===== config.mk =====
export PLATFORM = sky130hd
export DESIGN_NAME = ultrasonic_range_trimmed_mean_core
export DESIGN_NICKNAME = d
export VERILOG_FILES = /design/src/hdl/urtm_pkg.sv /design/src/hdl/ultrasonic_range_trimmed_mean_core.sv
export SDC_FILE = /design/constraint.sdc
export NUM_CORES = 1
export LEC_CHECK = 0
export BUFFER_PORTS_ARGS = -buffer_cell sky130_fd_sc_hd__buf_2
export CAP_MARGIN = 20
export CELL_PAD_IN_SITES_DETAIL_PLACEMENT = 2
export CELL_PAD_IN_SITES_GLOBAL_PLACEMENT = 2
export CORE_ASPECT_RATIO = 0.9
export CORE_MARGIN = 1.5
export CORE_UTILIZATION = 45
export CTS_BUF_LIST = sky130_fd_sc_hd__clkbuf_16
export CTS_CLUSTER_DIAMETER = 40
export DETAILED_ROUTE_END_ITERATION = 8
export PLACE_DENSITY = 0.86
export SYNTH_ARGS = -nofsm -noshare
export SYNTH_HDL_FRONTEND = slang
export SYNTH_SLANG_ARGS = --single-unit
export TNS_END_PERCENT = 30

===== constraint.sdc =====
create_clock -name clk -period 14.4 [get_ports clk]
set_input_delay 2.16 -clock clk [delete_from_list [all_inputs] [get_ports clk]]
set_output_delay 2.16 -clock clk [all_outputs]
set_load 0.02 [all_outputs]

===== src/hdl/urtm_pkg.sv =====
// Package: shared constants and types for the ultrasonic range trimmed-mean core.
package urtm_pkg;

  // Build-time defaults
  localparam int SAMPLES_DEF    = 10;
  localparam int COUNT_BITS_DEF = 16;

  // Configuration port
  localparam int CFG_IDX_W  = 2;
  localparam int CFG_DATA_W = 16;
  localparam logic [CFG_IDX_W-1:0] CFG_TRIGGER_TICKS  = 2'd0;
  localparam logic [CFG_IDX_W-1:0] CFG_RISE_TIMEOUT   = 2'd1;
  localparam logic [CFG_IDX_W-1:0] CFG_WIDTH_TIMEOUT  = 2'd2;
  localparam logic [CFG_IDX_W-1:0] CFG_GAP_TICKS      = 2'd3;

  localparam logic [CFG_DATA_W-1:0] TRIGGER_TICKS_RST = 16'd1000;
  localparam logic [CFG_DATA_W-1:0] RISE_TIMEOUT_RST  = 16'd30000;
  localparam logic [CFG_DATA_W-1:0] WIDTH_TIMEOUT_RST = 16'd30000;
  localparam logic [CFG_DATA_W-1:0] GAP_TICKS_RST     = 16'd20000;

  // Phase timer width
  localparam int TICK_W = 16;

  // Millimetre values
  localparam int MM_W = 14;
  localparam logic [MM_W-1:0] MM_MAX = 14'h3FFF;

  // Width clamp: any echo width at or above this saturates to MM_MAX
  localparam int WCLAMP_W = 17;
  localparam logic [WCLAMP_W-1:0] WIDTH_CLAMP = 17'd96377;

  // 17 * width fits in 21 bits after the clamp; divide by 100 by reciprocal
  localparam int MMX_W     = 21;
  localparam int RECIP_W   = 22;
  localparam logic [RECIP_W-1:0] RECIP100 = 22'd2684355;  // ceil(2^28 / 100)
  localparam int RECIP100_SH = 28;
  localparam int MMQ_W     = 15;

  // Per-tick control that travels alongside the data through the pipeline
  typedef struct packed {
    logic trig;   // trigger pin level
    logic busy;   // burst in progress
    logic err;    // sticky timeout flag
    logic fin;    // a ping ended on this tick
    logic last;   // that ping completed the burst
    logic clr;    // burst start: clear the accumulators
  } urtm_side_t;

endpackage


===== src/hdl/ultrasonic_range_trimmed_mean_core.sv =====
// Top level: ultrasonic ranger burst sequencer with trimmed-mean distance.
//
//  channel | ports                                      | direction | handshake
//  --------+--------------------------------------------+-----------+------------------
//  in      | in_echo_level, in_start_request            | to core   | in_valid/in_stall
//  out     | out_trigger_level, out_busy_res,           | from core | out_valid/out_stall
//          | out_done_res, out_distance_mm,             |           |
//          | out_error_seen                             |           |
//  cfg     | cfg_wr_en, cfg_index, cfg_data             | to core   | write enable only
//
// Each request is one microsecond tick; one result leaves for every request.
// A new request is taken in every cycle unless a stall on the output holds it; each
// result leaves through the stage chain: sequencer, scale, divide-by-100 multiply,
// accumulate, trim, divide-by-(SAMPLES-2) multiply into the output register.
// rst_n is synchronous and active low; it clears the sequencer, the accumulators,
// the held distance and all stage valids, and reloads the configuration defaults.
// A stall on a valid output freezes every stage at once and raises in_stall.
module ultrasonic_range_trimmed_mean_core #(
  parameter int SAMPLES    = urtm_pkg::SAMPLES_DEF,
  parameter int COUNT_BITS = urtm_pkg::COUNT_BITS_DEF
) (
  input  logic                            clk,
  input  logic                            rst_n,
  // request channel
  input  logic                            in_valid,
  output logic                            in_stall,
  input  logic                            in_echo_level,
  input  logic                            in_start_request,
  // result channel
  output logic                            out_valid,
  input  logic                            out_stall,
  output logic                            out_trigger_level,
  output logic                            out_busy_res,
  output logic                            out_done_res,
  output logic [urtm_pkg::MM_W-1:0]       out_distance_mm,
  output logic                            out_error_seen,
  // configuration writes
  input  logic                            cfg_wr_en,
  input  logic [urtm_pkg::CFG_IDX_W-1:0]  cfg_index,
  input  logic [urtm_pkg::CFG_DATA_W-1:0] cfg_data
);

  // Sample counter holds SAMPLES itself
  localparam int IDX_W = $clog2(SAMPLES + 1);
  // Running sum of SAMPLES millimetre values never wraps
  localparam int SUM_W = $clog2(SAMPLES * 16383 + 1);
  // Width of the clamp compare
  localparam int WEXT_W = (COUNT_BITS > urtm_pkg::WCLAMP_W) ? COUNT_BITS
                                                             : urtm_pkg::WCLAMP_W;
  // Trimmed mean: divide by SAMPLES-2 through an exact reciprocal
  localparam int DIV_D  = SAMPLES - 2;
  localparam int DIV_K  = SUM_W + $clog2(DIV_D);
  localparam longint unsigned DIV_M = ((64'd1 << DIV_K) + 64'(DIV_D) - 64'd1) / 64'(DIV_D);
  localparam int DIVM_W = DIV_K + 1;
  localparam int DPROD_W = DIV_K + urtm_pkg::MM_W;
  localparam int MPROD_W = urtm_pkg::MMX_W + urtm_pkg::RECIP_W;

  typedef enum logic [2:0] {
    PH_IDLE,
    PH_TRIG,
    PH_RISE,
    PH_HIGH,
    PH_GAP
  } phase_t;

  // ---------------------------------------------------------------------------
  // Configuration registers
  // ---------------------------------------------------------------------------
  logic [urtm_pkg::TICK_W-1:0] trig_ticks_r, rise_to_r, width_to_r, gap_ticks_r;

  always_ff @(posedge clk) begin
    if (!rst_n) begin
      trig_ticks_r <= urtm_pkg::TRIGGER_TICKS_RST;
      rise_to_r    <= urtm_pkg::RISE_TIMEOUT_RST;
      width_to_r   <= urtm_pkg::WIDTH_TIMEOUT_RST;
      gap_ticks_r  <= urtm_pkg::GAP_TICKS_RST;
    end else if (cfg_wr_en) begin
      unique case (cfg_index)
        urtm_pkg::CFG_TRIGGER_TICKS: trig_ticks_r <= cfg_data;
        urtm_pkg::CFG_RISE_TIMEOUT:  rise_to_r    <= cfg_data;
        urtm_pkg::CFG_WIDTH_TIMEOUT: width_to_r   <= cfg_data;
        urtm_pkg::CFG_GAP_TICKS:     gap_ticks_r  <= cfg_data;
        default: ;
      endcase
    end
  end

  // ---------------------------------------------------------------------------
  // Pipeline advance: every stage moves together unless the output is held
  // ---------------------------------------------------------------------------
  logic adv;
  logic accept;
  logic out_valid_r;

  assign adv      = !out_valid_r || !out_stall;
  assign in_stall = !adv;
  assign accept   = in_valid && adv;

  // ---------------------------------------------------------------------------
  // Stage 1: ping sequencer
  // ---------------------------------------------------------------------------
  phase_t                      phase_r, phase_nxt;
  logic [urtm_pkg::TICK_W-1:0] tick_r, tick_nxt, tick_inc;
  logic [COUNT_BITS-1:0]       ew_r, ew_nxt, ew_inc;
  logic [IDX_W-1:0]            idx_r, idx_nxt, idx_inc;
  logic                        err_r, err_nxt;
  logic                        fin, last, clr;
  logic [COUNT_BITS-1:0]       fin_w;
  urtm_pkg::urtm_side_t        side1;

  assign tick_inc = tick_r + urtm_pkg::TICK_W'(1);
  assign ew_inc   = ew_r + COUNT_BITS'(1);
  assign idx_inc  = idx_r + IDX_W'(1);

  always_comb begin
    phase_nxt = phase_r;
    tick_nxt  = tick_r;
    ew_nxt    = ew_r;
    idx_nxt   = idx_r;
    err_nxt   = err_r;
    fin       = 1'b0;
    last      = 1'b0;
    clr       = 1'b0;
    fin_w     = '0;

    unique case (phase_r)
      PH_TRIG: begin
        if (tick_r >= trig_ticks_r) begin
          phase_nxt = PH_RISE;
          tick_nxt  = '0;
        end else begin
          tick_nxt = tick_inc;
        end
      end
      PH_RISE: begin
        if (in_echo_level) begin
          // rise tick is the first high tick
          phase_nxt = PH_HIGH;
          tick_nxt  = urtm_pkg::TICK_W'(1);
          ew_nxt    = COUNT_BITS'(1);
          if (urtm_pkg::TICK_W'(1) >= width_to_r) begin
            err_nxt = 1'b1;
            fin     = 1'b1;
            fin_w   = COUNT_BITS'(1);
          end
        end else begin
          tick_nxt = tick_inc;
          if (tick_inc >= rise_to_r) begin
            err_nxt = 1'b1;
            fin     = 1'b1;
          end
        end
      end
      PH_HIGH: begin
        if (in_echo_level) begin
          ew_nxt   = ew_inc;
          tick_nxt = tick_inc;
          if (tick_inc >= width_to_r) begin
            err_nxt = 1'b1;
            fin     = 1'b1;
            fin_w   = ew_inc;
          end
        end else begin
          fin   = 1'b1;
          fin_w = ew_r;
        end
      end
      PH_GAP: begin
        if (tick_r >= gap_ticks_r) begin
          phase_nxt = PH_TRIG;
          tick_nxt  = urtm_pkg::TICK_W'(1);
        end else begin
          tick_nxt = tick_inc;
        end
      end
      default: begin
        // idle, and any unused code falls back to idle
        phase_nxt = PH_IDLE;
        if (in_start_request) begin
          phase_nxt = PH_TRIG;
          tick_nxt  = urtm_pkg::TICK_W'(1);
          ew_nxt    = '0;
          idx_nxt   = '0;
          clr       = 1'b1;
        end
      end
    endcase

    // Ping end: count the sample, then gap or close the burst
    if (fin) begin
      idx_nxt  = idx_inc;
      tick_nxt = '0;
      if (idx_inc >= IDX_W'(SAMPLES)) begin
        phase_nxt = PH_IDLE;
        last      = 1'b1;
      end else begin
        phase_nxt = PH_GAP;
      end
    end

    side1.trig = (phase_nxt == PH_TRIG);
    side1.busy = (phase_nxt != PH_IDLE);
    side1.err  = err_nxt;
    side1.fin  = fin;
    side1.last = last;
    side1.clr  = clr;
  end

  logic                  s1_v_r;
  urtm_pkg::urtm_side_t  s1_side_r;
  logic [COUNT_BITS-1:0] s1_w_r;

  always_ff @(posedge clk) begin
    if (!rst_n) begin
      phase_r <= PH_IDLE;
      tick_r  <= '0;
      ew_r    <= '0;
      idx_r   <= '0;
      err_r   <= 1'b0;
    end else if (accept) begin
      phase_r <= phase_nxt;
      tick_r  <= tick_nxt;
      ew_r    <= ew_nxt;
      idx_r   <= idx_nxt;
      err_r   <= err_nxt;
    end
  end

  // ---------------------------------------------------------------------------
  // Stage 2: clamp the width and scale by 17
  // ---------------------------------------------------------------------------
  logic [WEXT_W-1:0]             w_ext;
  logic [urtm_pkg::WCLAMP_W-1:0] w_clamp;
  logic [urtm_pkg::MMX_W-1:0]    x_nxt;

  assign w_ext   = WEXT_W'(s1_w_r);
  assign w_clamp = (w_ext >= WEXT_W'(urtm_pkg::WIDTH_CLAMP)) ? urtm_pkg::WIDTH_CLAMP
                                                             : w_ext[urtm_pkg::WCLAMP_W-1:0];
  assign x_nxt   = (urtm_pkg::MMX_W'(w_clamp) << 4) + urtm_pkg::MMX_W'(w_clamp);

  logic                       s2_v_r;
  urtm_pkg::urtm_side_t       s2_side_r;
  logic [urtm_pkg::MMX_W-1:0] s2_x_r;

  // ---------------------------------------------------------------------------
  // Stage 3: divide by 100 and saturate to 14 bits
  // ---------------------------------------------------------------------------
  logic [MPROD_W-1:0]          mprod;
  logic [urtm_pkg::MMQ_W-1:0]  mq;
  logic [urtm_pkg::MM_W-1:0]   mm_nxt;

  assign mprod  = MPROD_W'(s2_x_r) * MPROD_W'(urtm_pkg::RECIP100);
  assign mq     = mprod[urtm_pkg::RECIP100_SH +: urtm_pkg::MMQ_W];
  assign mm_nxt = (mq > urtm_pkg::MMQ_W'(urtm_pkg::MM_MAX)) ? urtm_pkg::MM_MAX
                                                            : mq[urtm_pkg::MM_W-1:0];

  logic                      s3_v_r;
  urtm_pkg::urtm_side_t      s3_side_r;
  logic [urtm_pkg::MM_W-1:0] s3_mm_r;

  // ---------------------------------------------------------------------------
  // Stage 4: running sum, smallest and largest sample of the burst
  // ---------------------------------------------------------------------------
  logic [SUM_W-1:0]          sum_r;
  logic [urtm_pkg::MM_W-1:0] min_r, max_r;

  always_ff @(posedge clk) begin
    if (!rst_n) begin
      sum_r <= '0;
      min_r <= urtm_pkg::MM_MAX;
      max_r <= '0;
    end else if (adv && s3_v_r) begin
      if (s3_side_r.clr) begin
        sum_r <= '0;
        min_r <= urtm_pkg::MM_MAX;
        max_r <= '0;
      end else if (s3_side_r.fin) begin
        sum_r <= sum_r + SUM_W'(s3_mm_r);
        if (s3_mm_r < min_r) begin
          min_r <= s3_mm_r;
        end
        if (s3_mm_r > max_r) begin
          max_r <= s3_mm_r;
        end
      end
    end
  end

  logic                 s4_v_r;
  urtm_pkg::urtm_side_t s4_side_r;

  // ---------------------------------------------------------------------------
  // Stage 5: drop the extremes
  // ---------------------------------------------------------------------------
  logic [SUM_W-1:0] num_nxt;

  assign num_nxt = sum_r - SUM_W'(min_r) - SUM_W'(max_r);

  logic                 s5_v_r;
  urtm_pkg::urtm_side_t s5_side_r;
  logic [SUM_W-1:0]     s5_num_r;

  // ---------------------------------------------------------------------------
  // Stage 6: divide by SAMPLES-2 into the held distance / output register
  // ---------------------------------------------------------------------------
  logic [DPROD_W-1:0]        dprod;
  logic [urtm_pkg::MM_W-1:0] mean_nxt;

  assign dprod    = DPROD_W'(s5_num_r) * DPROD_W'(DIVM_W'(DIV_M));
  assign mean_nxt = dprod[DIV_K +: urtm_pkg::MM_W];

  urtm_pkg::urtm_side_t      o_side_r;
  logic [urtm_pkg::MM_W-1:0] dist_r;

  // Stage valids and the held distance
  always_ff @(posedge clk) begin
    if (!rst_n) begin
      s1_v_r      <= 1'b0;
      s2_v_r      <= 1'b0;
      s3_v_r      <= 1'b0;
      s4_v_r      <= 1'b0;
      s5_v_r      <= 1'b0;
      out_valid_r <= 1'b0;
      dist_r      <= '0;
    end else if (adv) begin
      s1_v_r      <= in_valid;
      s2_v_r      <= s1_v_r;
      s3_v_r      <= s2_v_r;
      s4_v_r      <= s3_v_r;
      s5_v_r      <= s4_v_r;
      out_valid_r <= s5_v_r;
      if (s5_v_r && s5_side_r.last) begin
        dist_r <= mean_nxt;
      end
    end
  end

  // Stage payloads: advance with the pipeline, no reset needed
  always_ff @(posedge clk) begin
    if (adv) begin
      s1_side_r <= side1;
      s1_w_r    <= fin_w;
      s2_side_r <= s1_side_r;
      s2_x_r    <= x_nxt;
      s3_side_r <= s2_side_r;
      s3_mm_r   <= mm_nxt;
      s4_side_r <= s3_side_r;
      s5_side_r <= s4_side_r;
      s5_num_r  <= num_nxt;
      o_side_r  <= s5_side_r;
    end
  end

  // ---------------------------------------------------------------------------
  // Result channel
  // ---------------------------------------------------------------------------
  assign out_valid         = out_valid_r;
  assign out_trigger_level = o_side_r.trig;
  assign out_busy_res      = o_side_r.busy;
  assign out_done_res      = o_side_r.last;
  assign out_error_seen    = o_side_r.err;
  assign out_distance_mm   = dist_r;

endmodule


### Word-level counts from Yosys, hierarchy flattened

Index checks and enable logic that the tools add are counted.

| word-level totals | value |
|---|---|
| bits in read-only memories | 0 |
| output and inout port bits | 20 |
| register bits | 268 |
| bits in latches | 0 |
| memory bits (writable) | 0 |
| memories | 0 |
| input bits | 25 |

| operators by class | value |
|---|---|
| bitwise gates (word level) | 1 |
| multipliers | 1 |
| multiplexer cells | 49 |
| divide/modulo/power cells | 0 |
| reduce and logical (&&, ||, !) cells | 28 |
| magnitude comparators | 10 |
| shifts and indexed selects | 0 |
| equal/unequal tests | 12 |
| add/sub/neg operators | 7 |

Operators with widths:

| cell | number |
|---|---|
| $mux W16 | 11 |
| $mux W14 | 6 |
| $ge A16 B16 Y1 | 4 |
| $pmux W16 S4 | 1 |
| $pmux W16 S3 | 1 |
| $mul A21 B22 Y43 const B | 1 |
| $mux W18 | 2 |
| $sub A17 B14 Y17 | 2 |
| $add A16 B1 Y16 const B | 2 |
| $pmux W16 S2 | 1 |
| $add A21 B17 Y21 | 1 |
| $add A18 B14 Y18 | 1 |
| $ge A16 B17 Y1 const B | 1 |
| $mux W17 | 1 |
| $ge A1 B16 Y1 const A | 1 |
| $gt A15 B14 Y1 const B | 1 |
| $mux W1 | 15 |
| $mux W3 | 5 |
| $gt A14 B14 Y1 | 1 |
| $lt A14 B14 Y1 | 1 |
| $mux W4 | 3 |
| $pmux W3 S4 | 1 |
| $reduce_and A2 Y1 | 6 |
| $reduce_and A3 Y1 | 4 |
| other kinds (22) | 35 |

### Longest topological paths before layout

Gate-level depths: netlist of run 1.

| depth | value |
|---|---|
| word-level depth | 7 |
| mapped depth | 26 |
| mapped depth without buffers | 25 |

### Worst setup path before layout of run 1

Ideal clock, no wire load.

| path | value |
|---|---|
| kind | input port to output port |
| from | input port out_stall |
| to | output port in_stall |
| buffers on the path | 1 |
| path slack | 6.373 ns |
| arrival time | 5.867 ns |
| cell stages on the path | 3 |
| path through | nand2_1 > clkbuf_1 > inv_1 |

| on the way | value |
|---|---|
| cells in the longest elaborated chain, start to end | 3 |

RTL lines:

| element | line | text |
|---|---|---|
| from (decl) | ultrasonic_range_trimmed_mean_core.sv:31 | `input logic out_stall,` |
| $logic_not A1 Y1 | ultrasonic_range_trimmed_mean_core.sv:95 | `assign adv = !out_valid_r \|\| !out_stall;` |
| $logic_or A1 B1 Y1 | ultrasonic_range_trimmed_mean_core.sv:95 |  |
| $logic_not A1 Y1 | ultrasonic_range_trimmed_mean_core.sv:96 | `assign in_stall = !adv;` |
| to (decl) | ultrasonic_range_trimmed_mean_core.sv:26 | `output logic in_stall,` |

Every way passes these cells.

### Final worst setup path of run 1

| path | value |
|---|---|
| from | register s2_x_r[18] in the netlist's numbering |
| to | register s3_mm_r[6] in the netlist's numbering, data pin |

| on the way | value |
|---|---|
| cells in the longest elaborated chain, start to end | 2 |

RTL lines:

| element | line | text |
|---|---|---|
| from (decl) | ultrasonic_range_trimmed_mean_core.sv:243 | `logic [urtm_pkg::MMX_W-1:0] s2_x_r;` |
| from (signal assigned) | ultrasonic_range_trimmed_mean_core.sv:344 | `s2_x_r <= x_nxt;` |
| $mul A21 B22 Y43 * | ultrasonic_range_trimmed_mean_core.sv:252 | `assign mprod = MPROD_W'(s2_x_r) * MPROD_W'(urtm_pkg::RECIP100);` |
| $gt A15 B14 Y1 | ultrasonic_range_trimmed_mean_core.sv:254 | `assign mm_nxt = (mq > urtm_pkg::MMQ_W'(urtm_pkg::MM_MAX)) ? urtm_pkg::MM_MAX` |
| to (signal assigned) | ultrasonic_range_trimmed_mean_core.sv:346 | `s3_mm_r <= mm_nxt;` |
| to (decl) | ultrasonic_range_trimmed_mean_core.sv:259 | `logic [urtm_pkg::MM_W-1:0] s3_mm_r;` |

Every way passes the cells marked *; elsewhere a longest branch is shown, timed or not.
A chain may end at the register's enable or synchronous reset.

==> metrics.yaml, run 1 <==
rsz0062_at_grt: "false"
end_kind: "flop"
cts_tree: "built"
reg2reg_from: "s2_x_r[18]"
root_buffer: "clkbuf_16"
outcome: "finished, final reports clean"
maxCapViolCount: 0
wl_per_cell_um: 25.05
overflow: 0
htreeDepth: 2
path_clk_slew_ns: 0.06
final_area_sq_um: 24160
worstRegToRegCells: 21
cpMostUsedCell: "fa_1"
whs_path_depth: 0
fp.dieH_um: 211.8
syn_nets: 2815
finalCritPeriodShare_pct: 55.21
antenna_found_initial: 0
rr_endpoint: "s3_mm_r[6]"
grt.busiest_layer: "met2"
synth_seq_area_share_pct: 28.61
leakage_nw: 12.13
coreArea_sq_um: 47830
crit_type: "reg -> reg"
ys.flop_type: "dfxtp_1"
required_ns: 14.73
tns_ns: 0
layout.nets: 2853
drc: 0
synth_area_per_cell_sq_um: 9.569
slew_violations: 0
drt_iter0_markers: 845
min_to: "s2_side_r[1]"
ys_ff_latch: 264
ir_worst_vdd_mv: 0.09308
yosysWarningCount: 0
cts_hold_buf: 0
first_global_vias: 20380
synthTopCellsByArea: "ha_1 20%, fa_1 16%, dfxtp_1 16%"
grt_max_degree: 82
antenna_left: 0
crit_fanout: 13
slowest_delay_ns: 0.81
portBuffers: 44
synthCells: 2278
grtUsageMet1_pct: 35.68
synthArstFlopShare_pct: 0
hpwlAfterDp_um: 55110
path_cells: "fa_1 -> inv_1 -> fa_1 -> inv_1 -> fa_1 -> fa_1 -> fa_1 -> inv_1 -> fa_1 -> inv_1 -> ha_1 -> ha_1 -> nand4_1 -> or2_0 -> or3_1 -> a211oi_2 -> o2111ai_2 -> a21oi_2 -> nor3_2 -> nor4_4 -> a2bb2o_2"
synth_common_cells: "357 x inv_1, 342 x ha_1, 206 x nand2_1"
r2r_slack_ns: 6.45
boundaryPins: 45
arrival_ns: 8.28
hold_path.class: "reg -> reg"
grtUsageMet3_pct: 3.195
die-area_sq_um: 49770
n_antenna_cell: 0
fmax_ghz: 0.1258
clock_latency_ns: 0.59
vias: 17300
synth_cell_type_count: 70
use_met2_pct: 57.97
synth_top_cell_area_share_pct: 19.63
layout_min_cycle_time_ns: 7.951
grt.total_usage_pct: 30.49
area_growth_syn_to_layout_pct: 10.83
cts_resized: 0
synth_top_cell_by_area: "ha_1"
hold_viol: 0
path_buf_inv: 4
vias_per_cell: 5.814
fin_skew_ns: 0.02508
crit_path_start_kind: "flop"
cts.sinks: 264
start_util_pct: 45.57
netlist_area_sq_um: 21800
min_from: "s1_side_r[1]"
clock_path_buffers: 3
rows: 76
post_dp_cell_area_sq_um: 22640
power_density_nw_per_um2: 86.64
drive_gt1_share_pct: 7.270
max_slew_margin_pct: 23.75
drt_wl_total_um: 74550
fp.dieW_um: 235
postCtsSetupBuffers: 0
numCtsBuffers: 44
tightest_slew_ns: 1.144
crit_family: "adder cells"
cpMaxStageDelayCell: "nor4_4"
yosys.cell_count.top_type: "inv_1"
grt_pass1_wl_um: 117700
firstDrtPassIters: 4
setup_viol_count_final: 0
gp_congestion: 0.9129
synth_edf_count: 95
[worst max path at each step]
stage | startpoint | endpoint | slack [ns] | depth (start not counted)
floorplan | out_stall | in_stall | 6.37 | 3
detailed placement | s2_x_r[18] | s3_mm_r[6] | 6.54 | 21
global placement | s2_x_r[12] | s3_mm_r[6] | 6.89 | 21
CTS | s2_x_r[18] | s3_mm_r[6] | 6.46 | 21
finish | s2_x_r[18] | s3_mm_r[6] | 6.45 | 21
global route | s2_x_r[18] | s3_mm_r[6] | 6.13 | 21
[layer usage]
metal,routed length (um),vias to the layer above
li1,-,7901
met3,2059,155
met2,39340,302
met5,0,-
met4,2384,0
met1,30760,8943
[cell type report]
class                      instances  area (sq um)
fill                            4941         23670
multi-input combinational       1592         13980
inverter                         357          1340
timing repair buffer              57         337.8
tap                              624         780.7
clock buffer                      46          1151
clock inverter                    36         337.8
sequential                       264          6236
[cells by family after synthesis]
group                      after synthesis  share of synthesized area (%)
DFF                                    264                          28.61
and+or+nand+nor                        542                          11.91
AOI/OAI and AO/OA                      478                          14.44
muxes                                    3                         0.1435
adders and majority gates              512                          35.24
xor gates and xnor gates                57                          2.290
buffers and inverters                  422                          7.364
[state kept, by name, summed over array words and instances (netlist names), 14 cells and up]
register / cells
s2_x_r: 21
sum_r: 17
ew_r: 16
gap_ticks_r: 16
rise_to_r: 16
s1_w_r: 16
tick_r: 16
trig_ticks_r: 16
width_to_r: 16
max_r: 14
min_r: 14
out_distance_mm: 14
s3_mm_r: 14
s5_num_r: 14
[cells in the final DEF, fill, tap and decap left out, types with 13 or more instances in the layout]
| cell | n |
|---|---|
| o21a_1 | 17 |
| nor2b_1 | 30 |
| o21ai_0 | 81 |
| nor3_1 | 46 |
| a22o_1 | 27 |
| a22oi_1 | 13 |
| a21boi_0 | 27 |
| nor2_1 | 86 |
| nand4_1 | 24 |
| ha_1 | 342 |
| clkbuf_16 | 46 |
| o211ai_1 | 35 |
| a21o_1 | 39 |
| inv_1 | 358 |
| dfxtp_1 | 169 |
| a21oi_1 | 143 |
| o31ai_1 | 13 |
| and3_1 | 26 |
| nand2_1 | 205 |
| edfxtp_1 | 95 |
| a2111oi_0 | 19 |
| nand3_1 | 43 |
| fa_1 | 170 |
| xnor2_1 | 39 |
| nand2b_1 | 23 |
| xor2_1 | 18 |
| buf_2 | 44 |
[power by group]
part	internal [W]	switching (W)	leakage, nW
clock	0.000632	0.000440	0.721
combinational	0.0000740	0.000129	8.91
sequential	0.000799	0.0000195	2.50
[per-stage QoR]
step / worst slack [ns] / util [%] / total power (W) / std cells / hold slack, ns
3_5_place_dp: 6.539 / 47.32 / 0.001028 / 2892 / 0.4066
5_1_grt: 6.132 / 50.51 / 0.002161 / 2976 / 0.4252
3_3_place_gp: 6.887 / 47.32 / 0.001008 / 2892 / 0.4012
4_1_cts: 6.464 / 50.44 / 0.002110 / 2974 / 0.4197
2_1_floorplan: 6.373 / - / 0.0009529 / 2278 / 0.4003
6_report: 6.449 / 50.51 / 0.002093 / 2976 / 0.4175
(Power assumes the default switching activity.)
==> run 2: changes to the inputs <==
Settings changed: CORE_UTILIZATION 45 to 38, PLACE_DENSITY 0.86 to 0.77.
Clock period 14.4 ns to 7.01 ns, I/O delays scaled along.
==> run 2 against run 1 <==
Effect of this change: design area grew 3.4%; non-clock buffer count grew 45; combinational power grew 100%; critical endpoint is now s3_mm_r[13]; largest power group unchanged.
==> metrics.yaml, run 2 (synthesized netlist as in run 1, its figures left out) <==
outcome: "finished, final reports clean"
crit_path_start_kind: "flop"
gp_congestion: 0.9475
grt_pass1_wl_um: 108900
final_common_cell: "inv_1"
clock_latency_ns: 0.60
ir_worst_vdd_mv: 0.1588
hpwlAfterDp_um: 52910
hold_path.class: "reg -> reg"
worst_slack_ns: 0.1729
end_kind: "flop"
wl_per_cell_um: 21.71
antenna_left: 0
overflow: 0
root_buffer: "clkbuf_16"
die-area_sq_um: 58810
rows: 83
grt.total_usage_pct: 23.53
coreArea_sq_um: 56910
vias_per_cell: 5.361
layout.nets: 2906
finalPower_w: 0.004536
antenna_found_initial: 2
path_cells: "fa_2 -> inv_1 -> fa_1 -> fa_1 -> inv_1 -> fa_1 -> fa_1 -> fa_1 -> fa_1 -> ha_1 -> nand4_1 -> nor4_1 -> a221oi_1 -> o211ai_1 -> o2111ai_2 -> a21oi_2 -> or3_2 -> a21oi_2 -> mux2i_1"
n_antenna_cell: 0
drt_wl_total_um: 68960
drive_gt1_share_pct: 9.706
layout_min_cycle_time_ns: 6.837
grt_max_degree: 74
met3_length_um: 2005
drt_iter0_markers: 706
cts_tree: "built"
met2_wirelength_um: 34640
hold_viol: 0
firstDrtPassIters: 4
top_layer_used: "met5"
drc: 0
slowest_delay_ns: 0.67
vias: 17030
slew_violations: 0
crit_fanout: 6
start_util_pct: 38.30
crit_type: "reg -> reg"
numCtsBuffers: 52
clock_path_buffers: 3
fillCellCount: 6091
arrival_ns: 7.28
finalCritPeriodShare_pct: 97.53
regMostFlops: "s2_x_r"
max_slew_margin_pct: 26.60
tightest_slew_ns: 1.101
fp.dieH_um: 230.2
first_global_vias: 19410
fmax_ghz: 0.1463
crit_family: "adder cells"
path_clk_slew_ns: 0.06
required_ns: 7.46
fp.dieW_um: 255.5
reg_top3: "s2_x_r x21, sum_r x17"
area_growth_syn_to_layout_pct: 14.61
met1Wirelength_um: 30360
cpMaxStageDelayCell: "fa_2"
boundaryPins: 45
leakage_nw: 12.47
fin_skew_ns: 0.03702
htreeDepth: 2
path_buf_inv: 2
largest_reg_flops: 21
post-place-ws_ns: -0.1084
maxCapViolCount: 0
setup_viol_count_final: 0
cpMostUsedCell: "fa_1"
cts.sinks: 264
power_density_nw_per_um2: 181.6
layout_common_cells: "360 x inv_1, 334 x ha_1, 205 x nand2_1, 169 x fa_1, 169 x dfxtp_1"
portBuffers: 44
## run 2: cell count changes in the layout (fill, tap and decap cells not counted), moves of 4 or more
cell       before  now
buf_4          12   55
ha_1          342  334
clkbuf_16      46   53
clkinv_1        3   10
inv_6           9    2
ha_2            0    4
ha_4            0    4
o21ai_0        81   77
## run 2: final timing paths
| check | start | endpoint | slack [ns] | depth (start not counted) |
|---|---|---|---|---|
| hold reg to reg | s1_side_r[5] | s2_side_r[5] | 0.42 | 0 |
| setup / recovery | s2_x_r[7] | s3_mm_r[13] | 0.17 | 19 |
| setup reg to reg | s2_x_r[7] | s3_mm_r[13] | 0.17 | 19 |
| hold / removal | s1_side_r[5] | s2_side_r[5] | 0.42 | 0 |
## run 2: layout make-up
cell class	count	area (sq um)	area share, %
Sequential cell	264	6236	24.96
Clock buffer	53	1326	5.309
Timing Repair Buffer	102	670.6	2.684
Multi-Input combinational cell	1592	14070	56.32
Inverter	357	1340	5.364
Tap cell	765	957.2	3.831
Clock inverter	43	381.6	1.528
## run 2: repair_timing
action	CTS	global route
endpoints found under the setup margin	14	14
hold buffers	0	0
gates resized for setup	4	21
buffers inserted	4	23
pin swaps	4	12
## run 2: per-layer routing
layer	up-vias	GRT usage [%]
met5	-	0
met4	2	7.341
met3	120	3.131
met2	221	42.31
met1	8683	29.11
li1	8001	-
## run 2: report_power, final
group          switching (W)  internal [W]
Combinational       0.000253      0.000157
Sequential         0.0000368       0.00164
Clock               0.000891       0.00156
Total                0.00118       0.00336
## run 2: metrics by stage
step	hold WS (ns)	cells	setup TNS, ns	utilization, %	cell area, sq um
floorplan	0.4003	2278	0	-	21800
global placement	0.4013	3050	0	40.31	22940
detailed placement	0.4056	3050	-0.8856	40.31	22940
CTS	0.4184	3150	0	43.41	24700
global route	0.4257	3176	-0.4706	43.90	24980
finish	0.4177	3176	0	43.90	24980
## run 2: worst reg2reg max path, cell delays in order (launching register included)
cell and delay [ns]:
edfxtp_1 0.52, fa_2 0.67, inv_1 0.06, fa_1 0.42, fa_1 0.50, inv_1 0.06
fa_1 0.54, fa_1 0.48, fa_1 0.51, fa_1 0.51, ha_1 0.39, nand4_1 0.14
nor4_1 0.07, a221oi_1 0.31, o211ai_1 0.21, o2111ai_2 0.27, a21oi_2 0.13, or3_2 0.52
a21oi_2 0.18, mux2i_1 0.21
==> run 3: changes to the inputs <==
Settings changed: CORE_ASPECT_RATIO 0.9 to default.
==> run 3 against run 2 <==
Effect of this change: critical path depth increased by 6; cell count increased by 0.19%; flip-flop and latch count unchanged; clock-buffer cell count increased by 1; non-clock buffer count increased by 9; via count increased by 0.26%; sequential share of layout area decreased by 0.42 points; die area about the same; maximum frequency decreased by 1.3%.
==> metrics.yaml, run 3 (synthesized netlist as in run 1, its figures left out) <==
outcome: "finished, final reports clean"
power_density_nw_per_um2: 190.0
portBuffers: 44
layout_common_cells: "359 x inv_1, 325 x ha_1, 205 x nand2_1, 169 x dfxtp_1, 164 x fa_1"
multi_input_area_sq_um: 14230
htreeDepth: 2
grt_max_degree: 60
grt_pass1_wl_um: 108500
root_buffer: "clkbuf_16"
first_global_vias: 19630
required_ns: 7.45
crit_path_start_kind: "flop"
end_kind: "flop"
seq_area_sq_um: 6236
hold_path.class: "reg -> reg"
fillCellCount: 5959
antenna_left: 0
crit_fanout: 6
maxCapViolCount: 0
layout.nets: 2917
reg_top3: "s2_x_r x21, sum_r x17"
coreArea_sq_um: 56500
rows: 87
fp.dieH_um: 242.5
cts_tree: "built"
vias_per_cell: 5.365
fmax_ghz: 0.1444
drt_iter0_markers: 600
die-area_sq_um: 58810
vias: 17070
drive_gt1_share_pct: 11.21
largest_reg_flops: 21
antenna_found_initial: 0
start_util_pct: 38.58
finalCritPeriodShare_pct: 98.80
arrival_ns: 7.37
path_clk_slew_ns: 0.06
leakage_nw: 12.60
area_growth_syn_to_layout_pct: 16.58
setup_viol_count_final: 0
fp.dieW_um: 242.5
drt_wl_total_um: 70290
slew_violations: 0
worstRegToRegCells: 25
ir_worst_vdd_mv: 0.1784
layout_min_cycle_time_ns: 6.926
tightest_slew_ns: 1.120
hold_viol: 0
final_common_cell: "inv_1"
clock_latency_ns: 0.61
max_slew_margin_pct: 25.34
drc: 0
cts.sinks: 264
n_antenna_cell: 0
numCtsBuffers: 54
fin_skew_ns: 0.02686
hold_ws_ns: 0.4152
clock_path_buffers: 3
dp_cells: 3042
firstDrtPassIters: 4
grt.total_usage_pct: 23.46
cts_hold_buf: 0
regMostFlops: "s2_x_r"
gp_congestion: 0.8940
whs_path_depth: 0
boundaryPins: 45
hpwlAfterDp_um: 52660
crit_type: "reg -> reg"
wl_per_cell_um: 22.09
overflow: 0
tns_ns: 0
final_cell_count_no_fill: 3182
-- run 3: cell count changes in the layout (fill, tap and decap cells not counted), moves of 4 or more --
cell	delta
ha_4	+10
ha_1	-9
buf_4	+8
clkinv_1	-6
bufinv_16	+5
fa_1	-5
fa_2	+5
clkinvlp_4	-4
-- run 3: power breakdown --
part / switching [W] / internal, W
Clock: 0.000940 / 0.00179
Combinational: 0.000259 / 0.000163
Sequential: 0.0000350 / 0.00164
Total: 0.00123 / 0.00359
-- run 3: area by class of cell --
| cell class | instances | share of cell area (%) |
|---|---|---|
| repair buffers | 111 | 2.875 |
| well taps | 756 | 3.722 |
| flip-flops and latches | 264 | 24.54 |
| clock inverters | 48 | 2.294 |
| inverters | 357 | 5.273 |
| clock buffers | 54 | 5.317 |
| multi-input cells | 1592 | 55.98 |
-- run 3: timing repair --
action                     CTS  global route
hold endpoints to repair     0             0
resized for setup            8            44
setup buffers                6            30
pin swaps                    6            26
setup endpoints to repair   14            14
-- run 3: path summary, 6_finish.rpt --
check	startpoint	to	slack, ns
hold reg to reg	s2_side_r[4]	s3_side_r[4]	0.42
hold / removal	s2_side_r[4]	s3_side_r[4]	0.42
setup reg to reg	s2_x_r[10]	s3_mm_r[13]	0.08
setup / recovery	s2_x_r[10]	s3_mm_r[13]	0.08
-- run 3: layer usage --
metal / up-vias / global-route usage (%) / part of all wire, %
met5: - / 0 / 0
met4: 0 / 7.169 / 3.1
met3: 117 / 3.257 / 3.1
met2: 248 / 43.78 / 52
met1: 8663 / 27.58 / 42
li1: 8043 / - / -
-- run 3: through the flow --
stage / util [%] / setup slack (ns) / instance area (sq um) / power, W
after floorplan: - / 0.3909 / 21800 / 0.001957
after global placement: 40.58 / 0.1222 / 22930 / 0.002075
after detailed placement: 40.59 / -0.1182 / 22930 / 0.002104
after CTS: 44.14 / 0.01036 / 24940 / 0.004873
after global routing: 44.98 / -0.1144 / 25410 / 0.005009
final: 44.98 / 0.08378 / 25410 / 0.004829
-- run 3: critical path, stage by stage (launching register included) --
cell and delay, ns:
edfxtp_1 0.42, buf_4 0.17, fa_1 0.60, inv_2 0.07
fa_1 0.52, inv_1 0.07, ha_4 0.25, ha_1 0.31
inv_1 0.07, fa_1 0.53, inv_1 0.06, fa_1 0.56
inv_1 0.08, fa_1 0.54, inv_1 0.07, ha_4 0.26
a21o_1 0.22, a221oi_2 0.31, o211ai_1 0.22, o2111ai_2 0.31
a21oi_2 0.11, buf_4 0.14, buf_4 0.13, or3_4 0.39
a21oi_2 0.15, mux2i_1 0.21
